$ cat src/design/lspe_pkg.sv
// Shared types and constants for the LSB steganography payload extractor.
`default_nettype none

package lspe_pkg;

  // Configuration register reset values
  localparam logic [7:0] HDR_LEN_RST   = 8'd54;
  localparam logic [7:0] MAGIC_1_RST   = 8'd35;
  localparam logic [7:0] MAGIC_2_RST   = 8'd42;
  localparam logic       MAGIC_EN_RST  = 1'b1;

  // Field lengths in hidden bits
  localparam logic [7:0] CHAR_BITS = 8'd8;
  localparam logic [7:0] WORD_BITS = 8'd32;

  // Register indexes (byte address / 4)
  typedef enum logic [1:0] {
    REG_HDR_LEN  = 2'd0,
    REG_MAGIC_1  = 2'd1,
    REG_MAGIC_2  = 2'd2,
    REG_MAGIC_EN = 2'd3
  } reg_idx_t;

  // Result kinds
  typedef enum logic [1:0] {
    KIND_EXT_CHAR  = 2'd0,
    KIND_PAY_BYTE  = 2'd1,
    KIND_MAGIC_ERR = 2'd2,
    KIND_EMPTY     = 2'd3
  } kind_t;

  typedef enum logic [2:0] {
    PH_HEADER    = 3'd0,
    PH_MAGIC     = 3'd1,
    PH_EXT_LEN   = 3'd2,
    PH_EXT_CHARS = 3'd3,
    PH_PAY_SIZE  = 3'd4,
    PH_PAY_BYTES = 3'd5,
    PH_DONE      = 3'd6
  } phase_t;

  typedef struct packed {
    logic [7:0] cover_byte;
    logic       image_start;
  } in_item_t;

  typedef struct packed {
    logic [7:0] out_byte;
    logic [1:0] out_kind;
    logic       last;
  } out_item_t;

  typedef struct packed {
    logic [7:0] header_length;
    logic [7:0] magic_first;
    logic [7:0] magic_second;
    logic       magic_check_enable;
  } cfg_t;

endpackage

`default_nettype wire

$ cat src/design/lsb_stego_payload_extractor_unit.sv
// Top level of the LSB steganography payload extractor.
// Usage: stream cover image bytes on the in_ channel, one item per byte, with
// image_start high on the first byte of each image. The block skips
// header_length bytes, then gathers bit 0 of each byte into magic characters,
// the extension length and characters, the payload size and payload bytes.
// Extension characters and payload bytes come out on the out_ channel; a magic
// mismatch or an empty payload gives one marker item with last set.
// A result passes through the input register, then the parse logic into the output
// register. Throughput: one item per cycle while the output register is not held
// by a low out_ready; the parse stage updates the frame state and loads the output
// register in the same cycle.
// When out_ready is low, the output register holds its item, the parse stage
// halts and the input register fills; in_ready then drops until the output
// register drains. An item that yields no result still waits its turn there.
// Reset (synchronous, rst_n low) empties both registers, returns the parser
// to header skip and loads the default register values. Configure through the
// cfg_ APB port only while the block is idle.
`default_nettype none

module lsb_stego_payload_extractor_unit (
  input  wire logic                clk,
  input  wire logic                rst_n,
  input  wire logic                in_valid,
  output logic                     in_ready,
  input  wire lspe_pkg::in_item_t  in_data,
  output logic                     out_valid,
  input  wire logic                out_ready,
  output lspe_pkg::out_item_t      out_data,
  input  wire logic                cfg_psel,
  input  wire logic                cfg_penable,
  input  wire logic                cfg_pwrite,
  input  wire logic [3:0]          cfg_paddr,
  input  wire logic [31:0]         cfg_pwdata,
  output logic [31:0]              cfg_prdata,
  output logic                     cfg_pready
);

  lspe_pkg::cfg_t      cfg;
  lspe_pkg::in_item_t  in_data_r;
  lspe_pkg::out_item_t res;
  logic                in_vld_r;
  logic                slot_free;
  logic                fire;
  logic                res_vld;

  assign fire     = in_vld_r && slot_free;
  assign in_ready = !in_vld_r || fire;

  always_ff @(posedge clk) begin
    if (!rst_n) begin
      in_vld_r <= 1'b0;
    end else if (in_ready) begin
      in_vld_r <= in_valid;
    end
  end

  always_ff @(posedge clk) begin
    if (in_ready && in_valid) begin
      in_data_r <= in_data;
    end
  end

  lspe_cfg_regs u_cfg (
    .clk         (clk),
    .rst_n       (rst_n),
    .cfg_psel    (cfg_psel),
    .cfg_penable (cfg_penable),
    .cfg_pwrite  (cfg_pwrite),
    .cfg_paddr   (cfg_paddr),
    .cfg_pwdata  (cfg_pwdata),
    .cfg_prdata  (cfg_prdata),
    .cfg_pready  (cfg_pready),
    .cfg         (cfg)
  );

  lspe_parser u_parser (
    .clk     (clk),
    .rst_n   (rst_n),
    .fire    (fire),
    .in_data (in_data_r),
    .cfg     (cfg),
    .res_vld (res_vld),
    .res     (res)
  );

  lspe_out_reg u_out (
    .clk       (clk),
    .rst_n     (rst_n),
    .load      (fire && res_vld),
    .load_data (res),
    .slot_free (slot_free),
    .out_valid (out_valid),
    .out_ready (out_ready),
    .out_data  (out_data)
  );

endmodule

`default_nettype wire

$ cat src/design/lspe_cfg_regs.sv
// APB configuration registers of the extractor.
`default_nettype none

module lspe_cfg_regs (
  input  wire logic           clk,
  input  wire logic           rst_n,
  input  wire logic           cfg_psel,
  input  wire logic           cfg_penable,
  input  wire logic           cfg_pwrite,
  input  wire logic [3:0]     cfg_paddr,
  input  wire logic [31:0]    cfg_pwdata,
  output logic [31:0]         cfg_prdata,
  output logic                cfg_pready,
  output lspe_pkg::cfg_t      cfg
);

  lspe_pkg::cfg_t cfg_r;
  logic           wr_en;
  logic [1:0]     idx;

  assign cfg_pready = 1'b1;
  assign wr_en      = cfg_psel && cfg_penable && cfg_pwrite;
  assign idx        = cfg_paddr[3:2];
  assign cfg        = cfg_r;

  always_ff @(posedge clk) begin
    if (!rst_n) begin
      cfg_r.header_length      <= lspe_pkg::HDR_LEN_RST;
      cfg_r.magic_first        <= lspe_pkg::MAGIC_1_RST;
      cfg_r.magic_second       <= lspe_pkg::MAGIC_2_RST;
      cfg_r.magic_check_enable <= lspe_pkg::MAGIC_EN_RST;
    end else if (wr_en) begin
      case (idx)
        lspe_pkg::REG_HDR_LEN:  cfg_r.header_length      <= cfg_pwdata[7:0];
        lspe_pkg::REG_MAGIC_1:  cfg_r.magic_first        <= cfg_pwdata[7:0];
        lspe_pkg::REG_MAGIC_2:  cfg_r.magic_second       <= cfg_pwdata[7:0];
        lspe_pkg::REG_MAGIC_EN: cfg_r.magic_check_enable <= cfg_pwdata[0];
        default: ;
      endcase
    end
  end

  always_comb begin
    case (idx)
      lspe_pkg::REG_HDR_LEN:  cfg_prdata = {24'd0, cfg_r.header_length};
      lspe_pkg::REG_MAGIC_1:  cfg_prdata = {24'd0, cfg_r.magic_first};
      lspe_pkg::REG_MAGIC_2:  cfg_prdata = {24'd0, cfg_r.magic_second};
      lspe_pkg::REG_MAGIC_EN: cfg_prdata = {31'd0, cfg_r.magic_check_enable};
      default:                cfg_prdata = 32'd0;
    endcase
  end

endmodule

`default_nettype wire

$ cat src/design/lspe_parser.sv
// Frame parser: header skip, bit collection and field sequencing.
`default_nettype none

module lspe_parser (
  input  wire logic               clk,
  input  wire logic               rst_n,
  input  wire logic               fire,
  input  wire lspe_pkg::in_item_t in_data,
  input  wire lspe_pkg::cfg_t     cfg,
  output logic                    res_vld,
  output lspe_pkg::out_item_t     res
);

  lspe_pkg::phase_t phase_r, phase_nxt, ph_w;
  logic [7:0]       bp_r, bp_nxt, bp_w, bp_inc;
  logic [31:0]      col_r, col_nxt, col_w, col_ins;
  logic [31:0]      rem_r, rem_nxt, rem_w, rem_dec;
  logic             mi_r, mi_nxt, mi_w;
  logic             hdr_skip;
  logic             char_done, word_done, word_pos, magic_bad;

  // Entry values: apply restart and the end of the header skip
  always_comb begin
    ph_w     = phase_r;
    bp_w     = bp_r;
    col_w    = col_r;
    rem_w    = rem_r;
    mi_w     = mi_r;
    hdr_skip = 1'b0;
    if (in_data.image_start) begin
      ph_w  = lspe_pkg::PH_HEADER;
      bp_w  = '0;
      col_w = '0;
      rem_w = '0;
      mi_w  = 1'b0;
    end
    if (ph_w == lspe_pkg::PH_HEADER) begin
      if (bp_w < cfg.header_length) begin
        hdr_skip = 1'b1;
      end else begin
        mi_w  = 1'b0;
        ph_w  = cfg.magic_check_enable ? lspe_pkg::PH_MAGIC : lspe_pkg::PH_EXT_LEN;
        bp_w  = '0;
        col_w = '0;
      end
    end
  end

  assign col_ins   = col_w | ({31'd0, in_data.cover_byte[0]} << bp_w[4:0]);
  assign bp_inc    = bp_w + 8'd1;
  assign rem_dec   = rem_w - 32'd1;
  assign char_done = (bp_inc >= lspe_pkg::CHAR_BITS);
  assign word_done = (bp_inc >= lspe_pkg::WORD_BITS);
  assign word_pos  = (col_ins != 32'd0) && !col_ins[31];
  assign magic_bad = col_ins[7:0] != (mi_w ? cfg.magic_second : cfg.magic_first);

  // Next state
  always_comb begin
    phase_nxt = ph_w;
    bp_nxt    = bp_w;
    col_nxt   = col_w;
    rem_nxt   = rem_w;
    mi_nxt    = mi_w;
    if (hdr_skip) begin
      bp_nxt = bp_inc;
    end else begin
      case (ph_w)
        lspe_pkg::PH_MAGIC: begin
          bp_nxt  = bp_inc;
          col_nxt = col_ins;
          if (char_done) begin
            bp_nxt  = '0;
            col_nxt = '0;
            if (magic_bad) begin
              phase_nxt = lspe_pkg::PH_DONE;
            end else if (mi_w) begin
              mi_nxt    = 1'b0;
              phase_nxt = lspe_pkg::PH_EXT_LEN;
            end else begin
              mi_nxt    = 1'b1;
              phase_nxt = lspe_pkg::PH_MAGIC;
            end
          end
        end
        lspe_pkg::PH_EXT_LEN, lspe_pkg::PH_PAY_SIZE: begin
          bp_nxt  = bp_inc;
          col_nxt = col_ins;
          if (word_done) begin
            bp_nxt  = '0;
            col_nxt = '0;
            if (word_pos) begin
              rem_nxt   = col_ins;
              phase_nxt = (ph_w == lspe_pkg::PH_EXT_LEN) ? lspe_pkg::PH_EXT_CHARS
                                                         : lspe_pkg::PH_PAY_BYTES;
            end else begin
              rem_nxt   = '0;
              phase_nxt = (ph_w == lspe_pkg::PH_EXT_LEN) ? lspe_pkg::PH_PAY_SIZE
                                                         : lspe_pkg::PH_DONE;
            end
          end
        end
        lspe_pkg::PH_EXT_CHARS, lspe_pkg::PH_PAY_BYTES: begin
          bp_nxt  = bp_inc;
          col_nxt = col_ins;
          if (char_done) begin
            bp_nxt  = '0;
            col_nxt = '0;
            rem_nxt = rem_dec;
            if (rem_dec == 32'd0) begin
              phase_nxt = (ph_w == lspe_pkg::PH_EXT_CHARS) ? lspe_pkg::PH_PAY_SIZE
                                                           : lspe_pkg::PH_DONE;
            end
          end
        end
        default: ;
      endcase
    end
  end

  // Result
  always_comb begin
    res_vld      = 1'b0;
    res.out_byte = 8'd0;
    res.out_kind = lspe_pkg::KIND_EXT_CHAR;
    res.last     = 1'b0;
    if (!hdr_skip) begin
      case (ph_w)
        lspe_pkg::PH_MAGIC: begin
          if (char_done && magic_bad) begin
            res_vld      = 1'b1;
            res.out_kind = lspe_pkg::KIND_MAGIC_ERR;
            res.last     = 1'b1;
          end
        end
        lspe_pkg::PH_EXT_CHARS: begin
          if (char_done) begin
            res_vld      = 1'b1;
            res.out_byte = col_ins[7:0];
          end
        end
        lspe_pkg::PH_PAY_SIZE: begin
          if (word_done && !word_pos) begin
            res_vld      = 1'b1;
            res.out_kind = lspe_pkg::KIND_EMPTY;
            res.last     = 1'b1;
          end
        end
        lspe_pkg::PH_PAY_BYTES: begin
          if (char_done) begin
            res_vld      = 1'b1;
            res.out_byte = col_ins[7:0];
            res.out_kind = lspe_pkg::KIND_PAY_BYTE;
            res.last     = (rem_w == 32'd1);
          end
        end
        default: ;
      endcase
    end
  end

  always_ff @(posedge clk) begin
    if (!rst_n) begin
      phase_r <= lspe_pkg::PH_HEADER;
      bp_r    <= '0;
      col_r   <= '0;
      rem_r   <= '0;
      mi_r    <= 1'b0;
    end else if (fire) begin
      phase_r <= phase_nxt;
      bp_r    <= bp_nxt;
      col_r   <= col_nxt;
      rem_r   <= rem_nxt;
      mi_r    <= mi_nxt;
    end
  end

  a_err_stops: assert property (@(posedge clk) disable iff (!rst_n)
    fire && res_vld && res.out_kind == lspe_pkg::KIND_MAGIC_ERR
    |=> phase_r == lspe_pkg::PH_DONE)
    else $error("magic mismatch did not stop the parser");

  a_empty_last: assert property (@(posedge clk) disable iff (!rst_n)
    res_vld && res.out_kind == lspe_pkg::KIND_EMPTY |-> res.last)
    else $error("empty marker without last");

  a_count_live: assert property (@(posedge clk) disable iff (!rst_n)
    (phase_r == lspe_pkg::PH_EXT_CHARS || phase_r == lspe_pkg::PH_PAY_BYTES)
    |-> rem_r != 32'd0)
    else $error("character phase with zero remaining count");

  a_bp_range: assert property (@(posedge clk) disable iff (!rst_n)
    phase_r != lspe_pkg::PH_HEADER |-> bp_r < lspe_pkg::WORD_BITS)
    else $error("bit position out of range inside a field");

endmodule

`default_nettype wire

$ cat src/design/lspe_out_reg.sv
// Result register between the parser and the output channel.
`default_nettype none

module lspe_out_reg (
  input  wire logic                clk,
  input  wire logic                rst_n,
  input  wire logic                load,
  input  wire lspe_pkg::out_item_t load_data,
  output logic                     slot_free,
  output logic                     out_valid,
  input  wire logic                out_ready,
  output lspe_pkg::out_item_t      out_data
);

  logic                vld_r;
  lspe_pkg::out_item_t data_r;

  // Free when empty or when the held item leaves this cycle
  assign slot_free = !vld_r || out_ready;
  assign out_valid = vld_r;
  assign out_data  = data_r;

  always_ff @(posedge clk) begin
    if (!rst_n) begin
      vld_r <= 1'b0;
    end else if (slot_free) begin
      vld_r <= load;
    end
  end

  always_ff @(posedge clk) begin
    if (slot_free && load) begin
      data_r <= load_data;
    end
  end

endmodule

`default_nettype wire

$ cat config.mk
export PLATFORM = sky130hd
export DESIGN_NAME = lsb_stego_payload_extractor_unit
export DESIGN_NICKNAME = d
export VERILOG_FILES = /design/src/design/lspe_pkg.sv /design/src/design/lsb_stego_payload_extractor_unit.sv /design/src/design/lspe_cfg_regs.sv /design/src/design/lspe_parser.sv /design/src/design/lspe_out_reg.sv
export SDC_FILE = /design/constraint.sdc
export NUM_CORES = 1
export LEC_CHECK = 0
export BUFFER_PORTS_ARGS = -buffer_cell sky130_fd_sc_hd__buf_4
export CAP_MARGIN = 10
export CELL_PAD_IN_SITES_DETAIL_PLACEMENT = 1
export CELL_PAD_IN_SITES_GLOBAL_PLACEMENT = 2
export CORE_ASPECT_RATIO = 1.5
export CORE_MARGIN = 1
export CORE_UTILIZATION = 28
export DETAILED_ROUTE_END_ITERATION = 16
export PLACE_DENSITY_LB_ADDON = 0.1
export RECOVER_POWER = 100
export SLEW_MARGIN = 40
export SYNTH_ARGS = -nofsm -noshare
export SYNTH_HDL_FRONTEND = slang
export SYNTH_SLANG_ARGS = --single-unit
$ cat constraint.sdc
create_clock -name clk -period 7.6 [get_ports clk]
set_input_delay 0.38 -clock clk [delete_from_list [all_inputs] [get_ports clk]]
set_output_delay 0.38 -clock clk [all_outputs]
set_load 0.1 [all_outputs]
Yosys cells after proc, flatten, opt, wreduce, memory -nomap -nowiden --
Cells that the tools add are included.
Operators by class: add/sub/neg operators 2, magnitude comparators 3, eq/ne operators 10, shift-type cells 1, muxes and demuxes 59, bitwise gates (word level) 1, reductions and logical operators 26
Operator list (count):
- $mux W32 | 11
- $pmux W32 S2 | 2
- $pmux W32 S4 | 1
- $mux W8 | 8
- $mux W3 | 13
- $eq A32 B1 Y1 const B | 1
- $logic_not A32 Y1 | 1
- $or A32 B32 Y32 | 1
- $pmux W8 S2 | 2
- $reduce_bool A32 Y1 | 1
- $shl A1 B5 Y32 | 1
- $sub A32 B1 Y32 const B | 1
- $pmux W3 S3 | 2
- $mux W1 | 14
- $mux W11 | 1
- $logic_and A1 B1 Y1 | 9
- $add A8 B1 Y8 const B | 1
- $ge A8 B4 Y1 const B | 1
- $ge A8 B6 Y1 const B | 1
- $lt A8 B8 Y1 | 1
- $mux W2 | 4
- $ne A8 B8 Y1 | 1
- $reduce_and A2 Y1 | 4
- $eq A3 B2 Y1 const B | 2
- other kinds (11) | 18
Word-level totals: bits in registers 116, input port bits 52, output and inout port bits 46, word-level logic and storage cells 118

Longest topological paths before layout --
depth after elaboration 15, gate-level depth with buffers 27, depth with buffers taken out 19

Hierarchy --
Synthesis repeated with hierarchy kept, for this count alone.
Second synthesis, totals: cell total of the unflattened synthesis 1135, area, all modules 9022.4 um^2
By module, submodules not included:
- lspe_parser | times used 1, cells each 943, area each 6876.6 um^2, sequential area each 1521.5 um^2
- lspe_cfg_regs | times used 1, cells each 160, area each 1415.1 um^2, sequential area each 500.5 um^2
- lspe_out_reg | times used 1, cells each 16, area each 387.9 um^2, sequential area each 350.3 um^2
- lsb_stego_payload_extractor_unit | times used 1, cells each 16, area each 342.8 um^2, sequential area each 290.3 um^2

Worst setup path before layout --
OpenSTA, ideal clock, no wires.
kind reg-to-reg, from register in_data_r[0] in the netlist's numbering, to register u_out.data_r (netlist bit u_out.out_data[0]), enable pin, library setup time 0.386 ns, data arrival time 5.723 ns, required time 7.214 ns, path slack 1.491 ns, cell stages (with the launch flop) 26, path buffers 10, clock period less this slack 6.109 ns, path through edfxtp_1 > buf_6 > buf_2 > buf_1 > buf_2 > buf_2 > buf_2 > clkbuf_1 > nor2_1 > ha_1 > nor2b_1 > a311o_1 > a31oi_4 > o211ai_1 > clkbuf_1 > nor2_1 > ha_1 > nand4b_1 > or2_1 > o2111ai_2 > and2_4 > o21ai_2 > buf_4 > buf_4 > a311o_1 > a31oi_1
Between the ends: cells in the longest elaborated chain, start to end 15, elaborated cells on any way between the ends 41, those cells by class 1 x add/sub; 3 x order compare; 5 x eq/ne; 1 x shift; 20 x mux; 1 x bitwise; 10 x reduce/logical
RTL lines:
- start, declared | RTL line lsb_stego_payload_extractor_unit.sv:39 | lspe_pkg::in_item_t in_data_r;
- start signal, assigned | RTL line lsb_stego_payload_extractor_unit.sv:59 | in_data_r <= in_data;
- parallel branches: the longest is 12 deep, another holds $lt A8 B8 Y1
- $mux W1 * | RTL line lspe_parser.sv:126 | if (!hdr_skip) begin
- $logic_and A1 B1 Y1 * | RTL line lsb_stego_payload_extractor_unit.sv:89 | .load (fire && res_vld),
- $logic_and A1 B1 Y1 * | RTL line lspe_out_reg.sv:32 | if (slot_free && load) begin
- end signal, assigned | RTL line lspe_out_reg.sv:33 | data_r <= load_data;
- end, declared | RTL line lspe_out_reg.sv:16 | lspe_pkg::out_item_t data_r;
Every way passes the cells marked *. A chain may end at the register's enable or synchronous reset.

Worst setup path after layout --
from register u_parser.bp_r[1], to register u_parser.rem_r[10]
Between the ends: cells in the longest elaborated chain, start to end 12, elaborated cells on any way between the ends 29, those cells by class 1 x add/sub; 3 x order compare; 4 x eq/ne; 1 x shift; 14 x mux; 1 x bitwise; 5 x reduce/logical
RTL lines:
- start, declared | RTL line lspe_parser.sv:15 | logic [7:0] bp_r, bp_nxt, bp_w, bp_inc;
- start signal, assigned | RTL line lspe_parser.sv:170 | bp_r <= bp_nxt;
- $mux W8 * | RTL line lspe_parser.sv:30 | if (in_data.image_start) begin
- parallel branches: the longest is 10 deep, another holds $lt A8 B8 Y1
- $mux W32 * | RTL line lspe_parser.sv:64 | if (hdr_skip) begin
- end signal, assigned | RTL line lspe_parser.sv:172 | rem_r <= rem_nxt;
- end, declared | RTL line lspe_parser.sv:17 | logic [31:0] rem_r, rem_nxt, rem_w, rem_dec;
Marks and branches as above.

==> flow_metrics.tcl <==
set metrics [dict create \
    placed_cells_incl_taps 1537 \
    swShare 0.3294 \
    cp.required_ps 7960 \
    reg2reg_to "u_parser.rem_r[10]" \
    clock_path_buffers 2 \
    setup_tns_ps 0 \
    grt_pass1_vias 9389 \
    synth_cell_type_count 104 \
    pwr-share-comb 0.179 \
    placed_cell_area_um2 9241 \
    synth_edf_count 13 \
    avgRoutedWirePerCell_um 25.73 \
    arrival_ps 6950 \
    use_met2 0.4603 \
    initial_core_util 0.2866 \
    peakVddDrop_v 0.0001586 \
    violations "capacitance limit, slew limit" \
    place.gp.congestion 0.8555 \
    netlist_instances 1167 \
    ys_seq_area_frac 0.2801 \
    die_h_um 218.6 \
    max_slew_margin -0.3036 \
    area_growth_pct 11.02 \
    syn_area_per_cell_um2 7.503 \
    diodes 0 \
    maxSlewViolCount 32 \
    critPathCaptureType "flip-flop" \
    io_buffer_count 39 \
    cp-start-kind "flip-flop" \
    die-width_um 146.4 \
    rows 78 \
    max_clock_freq_ghz 0.1519 \
    critPathKind "flip-flop to flip-flop" \
    cts_buffers 17 \
    nNetsFinal 1220 \
    layout_commonest_cell "nand2_1" \
    drc 0 \
    period_needed_ps 6584 \
    r2r_start "u_parser.bp_r[1]" \
    grt_use_met3 0.03904 \
    hold_path_depth 1 \
    grt-ovfl-total 0 \
    grt_pass1_wl_mm 60.42 \
    path_clk_slew_ps 60 \
    syn_area_um2 8756 \
    hold_class "input port to flip-flop" \
    cts_tree "yes" \
    busiest_layer "met2" \
    grt_usage 0.2561 \
    regToRegSetupSlack_ps 1020 \
    fp.dieArea_um2 32000 \
    reg2reg_depth 19 \
    met1_usage 0.2885 \
    dp_hpwl_mm 28.88 \
    rsz0062_at_grt "no" \
    firstDrtPassIters 5 \
    root_buffer "clkbuf_16" \
    power.leakage_nw 3.513 \
    hold_violations 0 \
    final_cells 1569 \
    p_seq_frac 0.347 \
    dpl_worst_slack_ps 1640 \
    ys_ff_latch 116 \
    coreArea_um2 30550 \
    final.setup.worst_slack_ps 1016 \
    postCtsSetupRepairBufs 0 \
    max_slew.worst_pin.slew_ps 1955 \
    status "complete, but fails checks" \
    via_per_inst 5.877 \
    ys.flop_type "dfxtp_1" \
    post-route-cell-area_um2 9721 \
    cp_max_fo 23 \
    grt_max_degree 78 \
    drt_iter0_drc 504 \
    final_layout_size_suffix_gt1_frac 0.09410 \
    finClkSkew_ps 10.62 \
    cts.hold.buffers_added 0 \
    ant_nets 0 \
    dr_total_vias 9221 \
    clkPwrFrac 0.474 \
    post_cts_resized 0 \
    worstHoldStart "in_data[1]" \
    ios 98 \
    clock-sinks 116 \
    cts_htree_levels 4 \
    antenna_found_initial 1 \
    finalWirelength_mm 40.36 \
    maxCapViolations 1 \
    final-setup-viol-count 0 \
    async_reset_ff_frac 0 \
    clk-insertion-delay-late_ps 450 \
    min_to "in_data_r[1]" \
    power-per-cell-area_nw_per_um2 191.6 \
    fin_crit_sh 0.8663 \
    power.switching_w 0.0006133 \
    yosys_warnings 0 \
    final_cell_mix "nand2_1, nor2_1, dfxtp_1" \
    internal_power_w 0.001249 \
]
critical path, cell delays in order, from the launching register on:
cell and delay, ps:
dfxtp_1 680, inv_1 270, nor2_1 160, ha_1 240, nor2b_1 140, a311o_1 280, a31oi_1 590, o211ai_1 370
clkbuf_1 350, nor2_1 180, ha_1 260, nand4b_1 170, or2_0 330, o2111ai_1 210, and2_4 250, nand2_4 80
or4_1 730, nor2_4 660, nand3_1 270, a211oi_1 240
sequential cells by signal, indices dropped and copies added (netlist names):
register and flops:
u_cfg.cfg 25, u_parser.col_r 32, in_vld_r 1, u_parser.bp_r 8
u_out.out_data 11, in_data_r 2, u_parser.phase_r 3, u_out.out_valid 1
u_parser.mi_r 1, u_parser.rem_r 32
area by class of cell:
class | count | area, um^2
Clock buffer | 21 | 470.5
Inverter | 28 | 105.1
Tap cell | 400 | 500.5
Multi-Input combinational cell | 927 | 5630
Clock inverter | 11 | 151.4
Fill cell | 3738 | 20830
Sequential cell | 116 | 2452
Timing Repair Buffer | 66 | 410.4
layer usage:
metal,vias up,wire (um)
li1,4275,-
met1,4625,16420
met2,228,20580
met3,91,1394
met4,2,1951
met5,-,18
cell usage after synthesis (all sizes together) (4+ instances only):
cell / count / area [um^2]
o211ai: 14 / 105.1
nand4b: 6 / 52.55
nor3: 51 / 255.2
o2111ai: 5 / 50.04
a22oi: 28 / 210.2
nor4: 26 / 198.9
a21oi: 92 / 464.2
o31ai: 8 / 60.06
and3: 9 / 56.30
mux2i: 30 / 300.3
a32oi: 10 / 87.58
nor2b: 23 / 143.9
a2111oi: 5 / 63.81
ha: 12 / 150.1
o21bai: 4 / 30.03
nand3: 25 / 130.1
nor4b: 5 / 65.06
inv: 27 / 101.3
nand4: 14 / 93.84
edfxtp: 13 / 390.4
or4: 8 / 63.81
nand2b: 12 / 75.07
or3: 13 / 81.33
o21ai: 79 / 406.6
buf: 63 / 411.6
a211o: 6 / 52.55
a211oi: 10 / 75.07
xnor2: 6 / 52.55
a41oi: 4 / 35.03
a21o: 8 / 60.06
xor2: 9 / 78.83
a22o: 10 / 87.58
a21boi: 4 / 30.03
o21a: 4 / 37.53
or2: 7 / 43.80
and2: 17 / 108.9
dfxtp: 103 / 2062
a31oi: 21 / 152.6
clkbuf: 56 / 210.2
o22ai: 12 / 75.07
nand2: 128 / 490.5
nor2: 115 / 441.7
a221oi: 13 / 120.1
per-stage QoR:
step	total power, W	hold WS (ps)	util
finish	0.001862	127.2	0.3182
global route	0.001920	114.0	0.3182
CTS	0.001886	78.84	0.3229
detailed placement	0.0009962	469.1	0.3025
global placement	0.0009954	461.4	0.3022
floorplan	0.0009031	444.5	-
power by group through the flow:
stage | clock network, W | registers (W) | logic (W)
after global routing | 0.000917 | 0.000648 | 0.000354
after global placement | 0 | 0.000659 | 0.000336
final | 0.000883 | 0.000646 | 0.000333
after CTS | 0.000903 | 0.000646 | 0.000337
after detailed placement | 0 | 0.000660 | 0.000337
after floorplan | 0 | 0.000645 | 0.000258
cell families (layout without fill, tap and decap cells):
family,after synthesis,after routing,synth area share
AOI/OAI and AO/OA,368,368,0.2855
other,2,25,0.0008577
muxes,33,33,0.03944
and+or+nand+nor,474,474,0.2789
DFF,116,116,0.2801
buffers and inverters,147,126,0.08302
adders and majority gates,12,12,0.01715
xor gates and xnor gates,15,15,0.01500
worst max path at each step:
| stage | end | cells past startpoint | slack [ps] | start |
|---|---|---|---|---|
| 2_1_floorplan | u_out.out_data[0] | 25 | 1490 | in_data_r[0] |
| 3_3_place_gp | u_parser.col_r[21] | 18 | 1680 | u_parser.bp_r[3] |
| 3_5_place_dp | u_parser.rem_r[10] | 18 | 1640 | u_parser.bp_r[3] |
| 4_1_cts | u_parser.col_r[21] | 18 | 1600 | u_parser.bp_r[3] |
| 5_1_grt | u_parser.rem_r[13] | 19 | 650 | u_parser.bp_r[1] |
| 6_report | u_parser.rem_r[10] | 19 | 1020 | u_parser.bp_r[1] |
(Power assumes the default switching activity.)
